$ cat src/rtl/ppm_p6_stream_decoder_core_defines.svh
// assertion macros for the ppm p6 stream decoder
`ifndef PPM_P6_STREAM_DECODER_CORE_DEFINES_SVH
`define PPM_P6_STREAM_DECODER_CORE_DEFINES_SVH

`ifndef SYNTHESIS
`define PPM_ASSERT_IMP(lbl, clk, rst_n, ante, cons) \
    lbl: assert property (@(posedge clk) disable iff (!rst_n) (ante) |-> (cons)) \
        else $error("ppm decoder: same-cycle check failed");
`define PPM_ASSERT_NEXT(lbl, clk, rst_n, ante, cons) \
    lbl: assert property (@(posedge clk) disable iff (!rst_n) (ante) |=> (cons)) \
        else $error("ppm decoder: next-cycle check failed");
`else
`define PPM_ASSERT_IMP(lbl, clk, rst_n, ante, cons)
`define PPM_ASSERT_NEXT(lbl, clk, rst_n, ante, cons)
`endif

`endif

$ cat src/rtl/ppm_p6_pkg.sv
package ppm_p6_pkg;

    localparam logic [1:0] KIND_HEADER = 2'd0;
    localparam logic [1:0] KIND_PIXEL  = 2'd1;
    localparam logic [1:0] KIND_ERROR  = 2'd2;

    localparam logic [1:0] ERR_MAGIC   = 2'd0;
    localparam logic [1:0] ERR_MAXVAL  = 2'd1;
    localparam logic [1:0] ERR_TOO_LONG = 2'd2;

    localparam logic [2:0] PH_HEADER  = 3'd0;
    localparam logic [2:0] PH_COMMENT = 3'd1;
    localparam logic [2:0] PH_PIXELS  = 3'd2;
    localparam logic [2:0] PH_DONE    = 3'd3;
    localparam logic [2:0] PH_ERROR   = 3'd4;

    localparam logic [1:0] FLD_MAGIC  = 2'd0;
    localparam logic [1:0] FLD_WIDTH  = 2'd1;
    localparam logic [1:0] FLD_HEIGHT = 2'd2;
    localparam logic [1:0] FLD_MAXVAL = 2'd3;

    localparam logic [7:0] CH_P       = 8'h50;
    localparam logic [7:0] CH_6       = 8'h36;
    localparam logic [7:0] CH_2       = 8'h32;
    localparam logic [7:0] CH_5       = 8'h35;
    localparam logic [7:0] CH_0       = 8'h30;
    localparam logic [7:0] CH_9       = 8'h39;
    localparam logic [7:0] CH_HASH    = 8'h23;
    localparam logic [7:0] CH_NL      = 8'h0A;
    localparam logic [7:0] CH_SPACE   = 8'h20;
    localparam logic [7:0] CH_TAB     = 8'h09;
    localparam logic [7:0] CH_CR      = 8'h0D;

    typedef struct packed {
        logic [1:0]  kind;
        logic [31:0] pixel_word;
        logic [15:0] image_width;
        logic [15:0] image_height;
        logic [1:0]  error_code;
        logic        last;
    } result_t;

endpackage

$ cat src/rtl/ppm_p6_stream_decoder_core.sv
// ppm p6 stream decoder
// input channel: data_valid / data_stall carry one file byte per item in
// data_byte; frame_start high on an item restarts the parser before that
// byte is handled. result channel: result_valid / result_stall carry at most
// one result per input item: header complete (with width and height), a
// packed pixel word R<<24|G<<16|B<<8, or an error code.
// each result is registered in the result register, or in the skid register
// while the receiver stalls. throughput: one byte per cycle while data_stall
// is low; the header and pixel logic is a single short update of the parser
// state. the width * height product is taken from a register fed by the width
// and height registers, so the pixel count is ready when the max value ends.
// when the receiver stalls, the result register holds and one more result
// goes into a skid register; data_stall rises only while that skid register
// is full, so a result-side stall reaches the input once a second result waits
// after an error, or after the last pixel, bytes are taken and dropped until
// frame_start. reset clears the parser to the start of a header and empties
// both result registers.
`include "ppm_p6_stream_decoder_core_defines.svh"

module ppm_p6_stream_decoder_core #(
    parameter int DIM_BITS  = 16,
    parameter int MAX_TOKEN = 9
) (
    input  logic        clk,
    input  logic        rst_n,
    input  logic        data_valid,
    output logic        data_stall,
    input  logic [7:0]  data_byte,
    input  logic        frame_start,
    output logic        result_valid,
    input  logic        result_stall,
    output logic [1:0]  kind,
    output logic [31:0] pixel_word,
    output logic [15:0] image_width,
    output logic [15:0] image_height,
    output logic [1:0]  error_code,
    output logic        last
);
    import ppm_p6_pkg::*;

    localparam int LEN_BITS = $clog2(MAX_TOKEN + 1);
    localparam int NUM_BITS = DIM_BITS + 4;

    logic [2:0]            phase_reg, phase_next;
    logic [1:0]            field_reg, field_next;
    logic [LEN_BITS-1:0]   len_reg, len_next;
    logic [DIM_BITS-1:0]   num_reg, num_next;
    logic                  ended_reg, ended_next;
    logic                  p6_reg, p6_next;
    logic                  m255_reg, m255_next;
    logic [DIM_BITS-1:0]   width_reg, width_next;
    logic [DIM_BITS-1:0]   height_reg, height_next;
    logic [31:0]           left_reg, left_next;
    logic [1:0]            bip_reg, bip_next;
    logic [7:0]            red_reg, red_next;
    logic [7:0]            green_reg, green_next;
    logic [2*DIM_BITS-1:0] product_reg;

    logic [2:0]            cur_phase;
    logic [1:0]            cur_field;
    logic [LEN_BITS-1:0]   cur_len;
    logic [DIM_BITS-1:0]   cur_num;
    logic                  cur_ended;
    logic                  cur_p6;
    logic                  cur_m255;
    logic [DIM_BITS-1:0]   cur_width;
    logic [DIM_BITS-1:0]   cur_height;
    logic [31:0]           cur_left;
    logic [1:0]            cur_bip;

    logic                  data_fire;
    logic                  is_white;
    logic                  is_digit;
    logic                  magic_hit;
    logic                  maxval_hit;
    logic [NUM_BITS-1:0]   num_times10;
    logic [63:0]           prod_ext;
    logic [31:0]           pixel_count;
    logic [31:0]           width_ext;
    logic [31:0]           height_ext;
    logic [31:0]           left_dec;

    logic                  new_valid;
    result_t               new_res;
    logic                  out_free;
    logic                  result_valid_reg;
    logic                  skid_valid_reg;
    result_t               out_reg;
    result_t               skid_reg;

    assign data_fire = data_valid && !data_stall;

    // frame_start restarts the parser before the byte is used
    assign cur_phase  = frame_start ? PH_HEADER : phase_reg;
    assign cur_field  = frame_start ? FLD_MAGIC : field_reg;
    assign cur_len    = frame_start ? '0 : len_reg;
    assign cur_num    = frame_start ? '0 : num_reg;
    assign cur_ended  = frame_start ? 1'b0 : ended_reg;
    assign cur_p6     = frame_start ? 1'b1 : p6_reg;
    assign cur_m255   = frame_start ? 1'b1 : m255_reg;
    assign cur_width  = frame_start ? '0 : width_reg;
    assign cur_height = frame_start ? '0 : height_reg;
    assign cur_left   = frame_start ? '0 : left_reg;
    assign cur_bip    = frame_start ? 2'd0 : bip_reg;

    assign is_white = (data_byte == CH_SPACE) || (data_byte >= CH_TAB && data_byte <= CH_CR);
    assign is_digit = (data_byte >= CH_0) && (data_byte <= CH_9);
    assign magic_hit = (cur_len == LEN_BITS'(0) && data_byte == CH_P)
                    || (cur_len == LEN_BITS'(1) && data_byte == CH_6);
    assign maxval_hit = (cur_len == LEN_BITS'(0) && data_byte == CH_2)
                     || (cur_len == LEN_BITS'(1) && data_byte == CH_5)
                     || (cur_len == LEN_BITS'(2) && data_byte == CH_5);
    assign num_times10 = (NUM_BITS'(cur_num) << 3) + (NUM_BITS'(cur_num) << 1)
                       + NUM_BITS'(data_byte - CH_0);

    assign prod_ext    = 64'(product_reg);
    assign pixel_count = (|prod_ext[63:32]) ? 32'hFFFF_FFFF : prod_ext[31:0];
    assign width_ext   = 32'(cur_width);
    assign height_ext  = 32'(cur_height);
    assign left_dec    = cur_left - 32'd1;

    always_comb
    begin
        phase_next  = phase_reg;
        field_next  = field_reg;
        len_next    = len_reg;
        num_next    = num_reg;
        ended_next  = ended_reg;
        p6_next     = p6_reg;
        m255_next   = m255_reg;
        width_next  = width_reg;
        height_next = height_reg;
        left_next   = left_reg;
        bip_next    = bip_reg;
        red_next    = red_reg;
        green_next  = green_reg;
        new_valid   = 1'b0;
        new_res.kind         = KIND_HEADER;
        new_res.pixel_word   = '0;
        new_res.image_width  = width_ext[15:0];
        new_res.image_height = height_ext[15:0];
        new_res.error_code   = ERR_MAGIC;
        new_res.last         = 1'b0;

        if (data_fire)
        begin
            phase_next  = cur_phase;
            field_next  = cur_field;
            len_next    = cur_len;
            num_next    = cur_num;
            ended_next  = cur_ended;
            p6_next     = cur_p6;
            m255_next   = cur_m255;
            width_next  = cur_width;
            height_next = cur_height;
            left_next   = cur_left;
            bip_next    = cur_bip;
            if (frame_start)
            begin
                red_next   = '0;
                green_next = '0;
            end

            unique case (cur_phase)
                PH_HEADER:
                begin
                    if (data_byte == CH_HASH)
                    begin
                        phase_next = PH_COMMENT;
                    end
                    else if (is_white)
                    begin
                        // token ends
                        len_next   = '0;
                        num_next   = '0;
                        ended_next = 1'b0;
                        p6_next    = 1'b1;
                        m255_next  = 1'b1;
                        unique case (cur_field)
                            FLD_MAGIC:
                            begin
                                if (!(cur_p6 && cur_len == LEN_BITS'(2)))
                                begin
                                    phase_next         = PH_ERROR;
                                    new_valid          = 1'b1;
                                    new_res.kind       = KIND_ERROR;
                                    new_res.error_code = ERR_MAGIC;
                                end
                                else
                                begin
                                    field_next = FLD_WIDTH;
                                end
                            end
                            FLD_WIDTH:
                            begin
                                width_next = cur_num;
                                field_next = FLD_HEIGHT;
                            end
                            FLD_HEIGHT:
                            begin
                                height_next = cur_num;
                                field_next  = FLD_MAXVAL;
                            end
                            default:
                            begin
                                new_valid = 1'b1;
                                if (!(cur_m255 && cur_len == LEN_BITS'(3)))
                                begin
                                    phase_next         = PH_ERROR;
                                    new_res.kind       = KIND_ERROR;
                                    new_res.error_code = ERR_MAXVAL;
                                end
                                else
                                begin
                                    left_next    = pixel_count;
                                    bip_next     = 2'd0;
                                    phase_next   = (pixel_count == 32'd0) ? PH_DONE : PH_PIXELS;
                                    new_res.kind = KIND_HEADER;
                                    new_res.last = (pixel_count == 32'd0);
                                end
                            end
                        endcase
                    end
                    else if (cur_len >= LEN_BITS'(MAX_TOKEN))
                    begin
                        phase_next         = PH_ERROR;
                        new_valid          = 1'b1;
                        new_res.kind       = KIND_ERROR;
                        new_res.error_code = ERR_TOO_LONG;
                    end
                    else
                    begin
                        if (!magic_hit)
                        begin
                            p6_next = 1'b0;
                        end
                        if (!maxval_hit)
                        begin
                            m255_next = 1'b0;
                        end
                        if (!cur_ended && is_digit)
                        begin
                            num_next = (|num_times10[NUM_BITS-1:DIM_BITS])
                                     ? '1 : num_times10[DIM_BITS-1:0];
                        end
                        else
                        begin
                            ended_next = 1'b1;
                        end
                        len_next = cur_len + LEN_BITS'(1);
                    end
                end
                PH_COMMENT:
                begin
                    if (data_byte == CH_NL)
                    begin
                        phase_next = PH_HEADER;
                    end
                end
                PH_PIXELS:
                begin
                    unique case (cur_bip)
                        2'd0:
                        begin
                            red_next = data_byte;
                            bip_next = 2'd1;
                        end
                        2'd1:
                        begin
                            green_next = data_byte;
                            bip_next   = 2'd2;
                        end
                        default:
                        begin
                            bip_next           = 2'd0;
                            left_next          = left_dec;
                            phase_next         = (left_dec == 32'd0) ? PH_DONE : PH_PIXELS;
                            new_valid          = 1'b1;
                            new_res.kind       = KIND_PIXEL;
                            new_res.pixel_word = {red_reg, green_reg, data_byte, 8'h00};
                            new_res.last       = (left_dec == 32'd0);
                        end
                    endcase
                end
                default:
                begin
                end
            endcase
        end
    end

    always_ff @(posedge clk or negedge rst_n)
    begin
        if (!rst_n)
        begin
            phase_reg  <= PH_HEADER;
            field_reg  <= FLD_MAGIC;
            len_reg    <= '0;
            num_reg    <= '0;
            ended_reg  <= 1'b0;
            p6_reg     <= 1'b1;
            m255_reg   <= 1'b1;
            width_reg  <= '0;
            height_reg <= '0;
            left_reg   <= '0;
            bip_reg    <= 2'd0;
            red_reg    <= '0;
            green_reg  <= '0;
        end
        else
        begin
            phase_reg  <= phase_next;
            field_reg  <= field_next;
            len_reg    <= len_next;
            num_reg    <= num_next;
            ended_reg  <= ended_next;
            p6_reg     <= p6_next;
            m255_reg   <= m255_next;
            width_reg  <= width_next;
            height_reg <= height_next;
            left_reg   <= left_next;
            bip_reg    <= bip_next;
            red_reg    <= red_next;
            green_reg  <= green_next;
        end
    end

    // pixel count, ready well before the max value token ends
    always_ff @(posedge clk)
    begin
        product_reg <= (2*DIM_BITS)'(width_reg) * (2*DIM_BITS)'(height_reg);
    end

    // result register and skid register
    assign out_free = !result_valid_reg || !result_stall;

    always_ff @(posedge clk or negedge rst_n)
    begin
        if (!rst_n)
        begin
            result_valid_reg <= 1'b0;
            skid_valid_reg   <= 1'b0;
        end
        else if (out_free)
        begin
            result_valid_reg <= skid_valid_reg || new_valid;
            skid_valid_reg   <= 1'b0;
        end
        else if (new_valid)
        begin
            skid_valid_reg <= 1'b1;
        end
    end

    always_ff @(posedge clk)
    begin
        if (out_free)
        begin
            out_reg <= skid_valid_reg ? skid_reg : new_res;
        end
        else if (new_valid)
        begin
            skid_reg <= new_res;
        end
    end

    assign data_stall   = skid_valid_reg;
    assign result_valid = result_valid_reg;
    assign kind         = out_reg.kind;
    assign pixel_word   = out_reg.pixel_word;
    assign image_width  = out_reg.image_width;
    assign image_height = out_reg.image_height;
    assign error_code   = out_reg.error_code;
    assign last         = out_reg.last;

    `PPM_ASSERT_IMP(a_skid_behind_out, clk, rst_n, skid_valid_reg, result_valid_reg)
    `PPM_ASSERT_IMP(a_pixels_pending, clk, rst_n, phase_reg == PH_PIXELS, left_reg != 32'd0)
    `PPM_ASSERT_IMP(a_bip_range, clk, rst_n, 1'b1, bip_reg != 2'd3)
    `PPM_ASSERT_NEXT(a_error_holds, clk, rst_n,
        phase_reg == PH_ERROR && !(data_fire && frame_start), phase_reg == PH_ERROR)

endmodule
$ cat config.mk
export PLATFORM = sky130hd
export DESIGN_NAME = ppm_p6_stream_decoder_core
export DESIGN_NICKNAME = d
export VERILOG_FILES = /design/src/rtl/ppm_p6_pkg.sv /design/src/rtl/ppm_p6_stream_decoder_core.sv
export VERILOG_INCLUDE_DIRS = /design/src /design/src/rtl
export SDC_FILE = /design/constraint.sdc
export NUM_CORES = 1
export LEC_CHECK = 0
export BUFFER_PORTS_ARGS = -buffer_cell sky130_fd_sc_hd__buf_2
export CAP_MARGIN = 10
export CORE_MARGIN = 4
export CORE_UTILIZATION = 52
export CTS_CLUSTER_DIAMETER = 40
export DETAILED_ROUTE_END_ITERATION = 8
export GPL_TIMING_DRIVEN = 1
export PLACE_DENSITY = 0.72
export REMOVE_ABC_BUFFERS = 1
export SETUP_SLACK_MARGIN = 0.4
export SLEW_MARGIN = 5
export SYNTH_ARGS = -nofsm -noshare
export SYNTH_HDL_FRONTEND = slang
export SYNTH_SLANG_ARGS = --single-unit
$ cat constraint.sdc
create_clock -name clk -period 6.46 [get_ports clk]
set_clock_uncertainty 0.1 [all_clocks]
set_input_delay 1.292 -clock clk [delete_from_list [all_inputs] [get_ports clk]]
set_output_delay 1.292 -clock clk [all_outputs]
set_load 0.03 [all_outputs]
==> impl_metrics.yaml, run 1 <==
timing:
  worst_pin_slew_ns: 1.20
  min_period_over_period_pct: 92.9
  max_freq_mhz: 167
  setup_tns_ns: 0
  rsz0062_at_grt: "yes"
  fin_crit_ns: 6.00
  drv_slew: 0
  setup_viol: 0
  hold_ws_ns: 0.389
  maxSlewHeadroom_pct: 19.7
  hold_violations: 0
synth:
  yosysWarnings: 0
  synthFlopType: "edfxtp_1"
  syn-cell-area_um2: 22200
  async_flop_share_pct: 42.1
  synth_area_per_cell_um2: 9.66
  syn_inst: 2302
  synth_edf_count: 122
  synth-seq-cells: 266
  synth-seq-area-share_pct: 32.0
  ys_types: 89
global_routing:
  grt_usage_pct: 26.2
  antenna_found_initial: 2
  gr-total-overflow: 0
  grt_max_degree: 60
  grt_pass1_vias: 18400
  grt_first_pass_wirelength_um: 98000
detailed_routing:
  avgViaCountPerCell: 5.91
  wl_met2_um: 29000
  maxUsedRoutingLayer: "met5"
  dr.first_iter.drc_count: 1560
  wirelength_um: 61000
  postRouteAntennaNets: 0
  wl_met1_um: 24900
  wl_per_cell_um: 20.4
  vias: 17700
  drc: 0
  met3_length_um: 4370
  drt_pass1_iterations: 5
hold_path:
  hp-class: "reg -> reg"
  hp-start: "field_reg[1]$_DFFE_PN0P_"
  hold_end: "field_reg[1]$_DFFE_PN0P_"
  holdPathStages: 2
cts:
  tritoncts: "done"
  numCtsBuffers: 50
  h-tree-depth: 2
  clk_pin_slew_worst_paths_ns: 0.05
  root_buffer: "clkbuf_16"
  clk-insertion-delay-late_ns: 0.59
  holdBufCountCts: 0
  cts.sinks: 266
  cts_max_path_buffers: 3
final_layout:
  final.fill_count: 3351
  final_cell_mix: "inv_1, nand2_1, fa_1"
  regArea_um2: 7150
  largest_reg_flops: 61
  final_common_cell: "inv_1"
  drive_above_1_share_pct: 16.6
  area_delta_synth_final_pct: 15.5
  multi_input_area_um2: 13800
  nets: 2776
critical_path:
  cp_common_cell: "fa_1"
  r2r-start: "width_reg[10]$_DFFE_PN0P_"
  worstPathRequired_ns: 6.88
  end_kind: "flop"
  r2r_end: "pixel_count[28]$_DFF_P_"
  max_stage_delay_ns: 0.57
  cp.depth: 20
  rrSetupSlack_ns: 0.46
  cp_max_fo: 7
  start_kind: "flop"
  path_class: "reg -> reg"
  crit_chain: "buf_4 > nand2_1 > fa_1 > fa_1 > inv_1 > fa_1 > fa_1 > fa_1 > inv_1 > fa_1 > inv_2 > ha_4 > and3_4 > and4_1 > o211ai_1 > o211ai_1 > a21oi_2 > a31oi_4 > or4_4 > nand4_1"
  cp.arrival_ns: 6.42
  path_buf_inv: 4
  critPathTopFamily: "adder cells"
  reg2reg_depth: 20
  slowest_stage: "fa_1"
place:
  portBuffers: 75
  dpl.hpwl_um: 43500
  place.gp.congestion: 0.943
pwr:
  power_switching_mw: 1.59
  pwr-share-seq_pct: 36.2
  switching_share_pct: 29.9
  p_leak_nw: 12.5
  p_int_mw: 3.72
  ir_drop_uv: 201
  p_per_area_nw_per_um2: 206
  combPwrFrac_pct: 13.9
  clock_power_share_pct: 49.9
job:
  max-cap-violations: 0
floorplan:
  rows: 75
  core_um2: 42100
  die_area_um2: 46100
  initial_utilization_pct: 52.8
  boundaryPins: 84
  die_y_um: 215
  die-width_um: 215
run_status:
  status: "finished, final reports clean"
cell type report:
cell class | count | area share (%)
Clock buffer | 53 | 4.95
Timing Repair Buffer | 189 | 5.09
Multi-Input combinational cell | 1636 | 53.8
Tap cell | 539 | 2.63
Inverter | 271 | 3.96
Antenna cell | 1 | 0.00974
Clock inverter | 40 | 1.74
Sequential cell | 266 | 27.8
Yosys cell counts, types with 6 or more instances:
| cell type | instances | share of area (%) |
|---|---|---|
| a21o_1 | 56 | 1.9 |
| a21oi_1 | 139 | 3.1 |
| a22o_1 | 25 | 0.98 |
| a22oi_1 | 7 | 0.24 |
| a31oi_1 | 16 | 0.45 |
| and2_1 | 152 | 4.3 |
| and3_1 | 21 | 0.59 |
| buf_2 | 13 | 0.29 |
| buf_4 | 9 | 0.30 |
| clkbuf_1 | 109 | 1.8 |
| dfrtp_1 | 110 | 12 |
| dfxtp_1 | 32 | 2.9 |
| edfxtp_1 | 122 | 16 |
| fa_1 | 209 | 19 |
| ha_1 | 140 | 7.9 |
| inv_1 | 271 | 4.6 |
| mux2_2 | 34 | 1.7 |
| nand2_1 | 263 | 4.4 |
| nand2b_1 | 7 | 0.20 |
| nand3_1 | 25 | 0.56 |
| nand4_1 | 13 | 0.37 |
| nor2_1 | 91 | 1.5 |
| nor2b_1 | 40 | 1.1 |
| nor3_1 | 32 | 0.72 |
| nor3b_1 | 8 | 0.27 |
| nor4_1 | 17 | 0.48 |
| o211ai_1 | 11 | 0.37 |
| o21a_1 | 13 | 0.44 |
| o21ai_0 | 101 | 2.3 |
| o21ai_1 | 15 | 0.34 |
| o21bai_1 | 10 | 0.34 |
| o22ai_1 | 14 | 0.39 |
| o31ai_1 | 10 | 0.34 |
| o32a_1 | 7 | 0.32 |
| or2_2 | 7 | 0.20 |
| or3_1 | 6 | 0.17 |
| xnor2_1 | 40 | 1.6 |
| xor2_1 | 17 | 0.67 |
worst max-delay path by stage:
stage | start | to
final | width_reg[10]$_DFFE_PN0P_ | pixel_count[28]$_DFF_P_
after global placement | width_reg[10]$_DFFE_PN0P_ | pixel_count[28]$_DFF_P_
after CTS | width_reg[9]$_DFFE_PN0P_ | pixel_count[28]$_DFF_P_
after floorplan | data_stall$_DFFE_PN0P_ | skid_reg[0]$_DFFE_PP_
after detailed placement | width_reg[10]$_DFFE_PN0P_ | pixel_count[28]$_DFF_P_
after global routing | height_reg[4]$_DFFE_PN0P_ | pixel_count[28]$_DFF_P_
per-layer routing:
metal | vias up | GRT usage (%)
met2 | 707 | 43.1
li1 | 7981 | -
met5 | - | 0
met3 | 184 | 4.96
met4 | 2 | 11.1
met1 | 8840 | 34.3
through the flow:
step                      cell area (um2)  power (mW)  worst slack [ns]  util, %  std cells
final                               25700        5.30             0.459     61.0       2995
after floorplan                     21700        2.43            -0.233        -       2173
after global placement              23200        2.67             0.243     55.1       2844
after global routing                25700        5.51             0.294     61.0       2994
after CTS                           25200        5.34             0.400     59.8       2960
after detailed placement            23200        2.68            0.0108     55.1       2844
power groups by stage:
stage / clock [mW] / sequential, mW / combinational (mW)
finish: 2.65 / 1.92 / 0.735
global route: 2.78 / 1.93 / 0.797
CTS: 2.69 / 1.92 / 0.731
detailed placement: 0 / 1.95 / 0.728
global placement: 0 / 1.95 / 0.718
floorplan: 0 / 2.04 / 0.393
worst reg2reg max path: stages, from the launching register on:
cell      delay, ns
dfrtp_4        0.48
buf_4          0.20
nand2_1        0.09
fa_1           0.51
fa_1           0.53
inv_1          0.06
fa_1           0.57
fa_1           0.43
fa_1           0.49
inv_1          0.05
fa_1           0.50
inv_2          0.05
ha_4           0.24
and3_4         0.20
and4_1         0.20
o211ai_1       0.12
o211ai_1       0.22
a21oi_2        0.26
a31oi_4        0.14
or4_4          0.44
nand4_1        0.09
logic make-up after synthesis:
kind of cell | share of synthesized area (%)
AO/OA/AOI/OAI | 13.9
XOR/XNOR | 2.25
adder cells (fa/ha/maj) | 26.7
buffers and inverters | 7.20
flip-flops | 32.0
multiplexers | 1.90
other | 0.0169
AND/OR/NAND/NOR | 16.1
timing repair:
| item | 4_1_cts | 5_1_grt |
|---|---|---|
| pin swaps | 2 | 31 |
| setup endpoints to repair | 8 | 8 |
| gates resized for setup | 38 | 44 |
| setup buffers | 23 | 34 |
Power figures use the tool's default switching activity.
==> inputs of run 2 (changes only) <==
--- a/config.mk
+++ b/config.mk
@@ -8,13 +8,13 @@
 export LEC_CHECK = 0
 export BUFFER_PORTS_ARGS = -buffer_cell sky130_fd_sc_hd__buf_2
 export CAP_MARGIN = 10
+export CORE_ASPECT_RATIO = 1.1
 export CORE_MARGIN = 4
 export CORE_UTILIZATION = 52
 export CTS_CLUSTER_DIAMETER = 40
 export DETAILED_ROUTE_END_ITERATION = 8
 export GPL_TIMING_DRIVEN = 1
 export PLACE_DENSITY = 0.72
-export REMOVE_ABC_BUFFERS = 1
 export SETUP_SLACK_MARGIN = 0.4
 export SLEW_MARGIN = 5
 export SYNTH_ARGS = -nofsm -noshare
==> impl_metrics.yaml, run 2 (synthesis results as in run 1) <==
cts:
  tritoncts: "done"
  holdBufCountCts: 0
  cts_max_path_buffers: 3
  h-tree-depth: 2
  cts.sinks: 266
  root_buffer: "clkbuf_16"
  clk_pin_slew_worst_paths_ns: 0.06
  clk-insertion-delay-late_ns: 0.55
  numCtsBuffers: 38
place:
  dpl_cell_area_um2: 23200
  place_inst: 2862
  dpl.hpwl_um: 42700
  portBuffers: 75
  place.gp.congestion: 0.924
final_layout:
  drive_above_1_share_pct: 15.1
  area_delta_synth_final_pct: 13.3
  final_cell_mix: "inv_1, nand2_1, fa_1"
  nets: 2740
  final_area_um2: 25200
  largest_reg_flops: 61
  final_cell_count_no_fill: 2975
  final_common_cell: "inv_1"
  diodes: 0
  final_core_util_pct: 59.5
critical_path:
  start_kind: "flop"
  r2r-start: "width_reg[4]$_DFFE_PN0P_"
  cp.arrival_ns: 6.34
  path_class: "reg -> reg"
  worstPathRequired_ns: 6.84
  end_kind: "flop"
  r2r_end: "pixel_count[28]$_DFF_P_"
  cp_max_fo: 6
  rrSetupSlack_ns: 0.50
  reg2reg_depth: 19
pwr:
  total_power_mw: 4.96
  p_leak_nw: 12.2
  ir_drop_uv: 163
  p_per_area_nw_per_um2: 197
timing:
  setup_tns_ns: 0
  drv_slew: 0
  maxSlewHeadroom_pct: 19.9
  max_freq_mhz: 168
  hold_violations: 0
  setup_viol: 0
  rsz0062_at_grt: "yes"
  fin_crit_ns: 5.96
  min_period_over_period_pct: 92.3
  worst_pin_slew_ns: 1.19
job:
  max-cap-violations: 0
detailed_routing:
  dr.first_iter.drc_count: 1367
  avgViaCountPerCell: 5.86
  vias: 17400
  postRouteAntennaNets: 0
  drt_pass1_iterations: 5
  drc: 0
  wirelength_um: 59300
  wl_per_cell_um: 19.9
hold_path:
  hp-class: "reg -> reg"
  hp-start: "field_reg[0]$_DFFE_PN0P_"
  holdPathStages: 2
  hold_end: "field_reg[0]$_DFFE_PN0P_"
global_routing:
  grt_usage_pct: 25.7
  grt_max_degree: 77
  grt_first_pass_wirelength_um: 95900
  gr-total-overflow: 0
  grt_pass1_vias: 18100
  antenna_found_initial: 0
floorplan:
  die-width_um: 205
  die_y_um: 225
  die_area_um2: 46100
  core_um2: 42300
  boundaryPins: 84
  rows: 79
  initial_utilization_pct: 52.6
run_status:
  status: "finished, final reports clean"
run 2: changes by cell type in the layout (fill, tap and decap cells not counted), sizes merged:
| cell | change |
|---|---|
| inv | -4 |
| bufinv | +3 |
| diode | -1 |
| clkinv | -7 |
| buf | -25 |
| clkbuf | -7 |
| clkinvlp | -7 |
run 2: layout make-up:
class / count / area, um2
fillers: 3553 / 17100
clock inverters: 25 / 385
multi-input cells: 1636 / 13800
repair buffers: 165 / 1130
well taps: 567 / 709
clock buffers: 45 / 1040
flip-flops and latches: 266 / 7150
inverters: 271 / 1020
run 2: per-layer routing:
metal	wire (um)	global-route usage (%)
met5	0	0
met4	2670	11.0
met3	3270	3.14
met2	29600	43.8
met1	23700	33.4
run 2: power breakdown:
part	internal, mW	switching (mW)
registers	1.86	0.0650
clock network	1.46	0.847
logic	0.218	0.513
run 2: timing repair:
item,in CTS,in global routing
buffers inserted,23,20
pin swaps,4,10
resized for setup,33,40
endpoints found under the setup margin,8,10
run 2: worst max-delay path, stage by stage, from the launching register on:
cell	delay, ns
dfrtp_4	0.54
buf_4	0.17
and2_1	0.16
fa_1	0.50
fa_1	0.45
fa_1	0.52
fa_1	0.43
fa_1	0.51
inv_1	0.05
fa_1	0.50
inv_1	0.05
ha_2	0.30
and3_1	0.19
and4_1	0.20
o211ai_1	0.12
o211ai_1	0.21
a21oi_2	0.23
a31oi_2	0.15
or4_1	0.44
nand4_1	0.10
run 2: worst max-delay path by stage:
stage,startpoint,to,cells after the start
2_1_floorplan,height_reg[1]$_DFFE_PN0P_,pixel_count[28]$_DFF_P_,22
3_3_place_gp,height_reg[2]$_DFFE_PN0P_,pixel_count[28]$_DFF_P_,19
3_5_place_dp,width_reg[5]$_DFFE_PN0P_,pixel_count[28]$_DFF_P_,20
4_1_cts,width_reg[14]$_DFFE_PN0P_,pixel_count[28]$_DFF_P_,20
5_1_grt,height_reg[5]$_DFFE_PN0P_,pixel_count[28]$_DFF_P_,21
6_report,width_reg[4]$_DFFE_PN0P_,pixel_count[28]$_DFF_P_,19
run 2: per-stage QoR:
stage / hold slack [ns] / setup slack (ns)
2_1_floorplan: 0.349 / 0.477
3_3_place_gp: 0.370 / 0.255
3_5_place_dp: 0.373 / 0.0457
4_1_cts: 0.386 / 0.408
5_1_grt: 0.403 / 0.333
6_report: 0.387 / 0.497
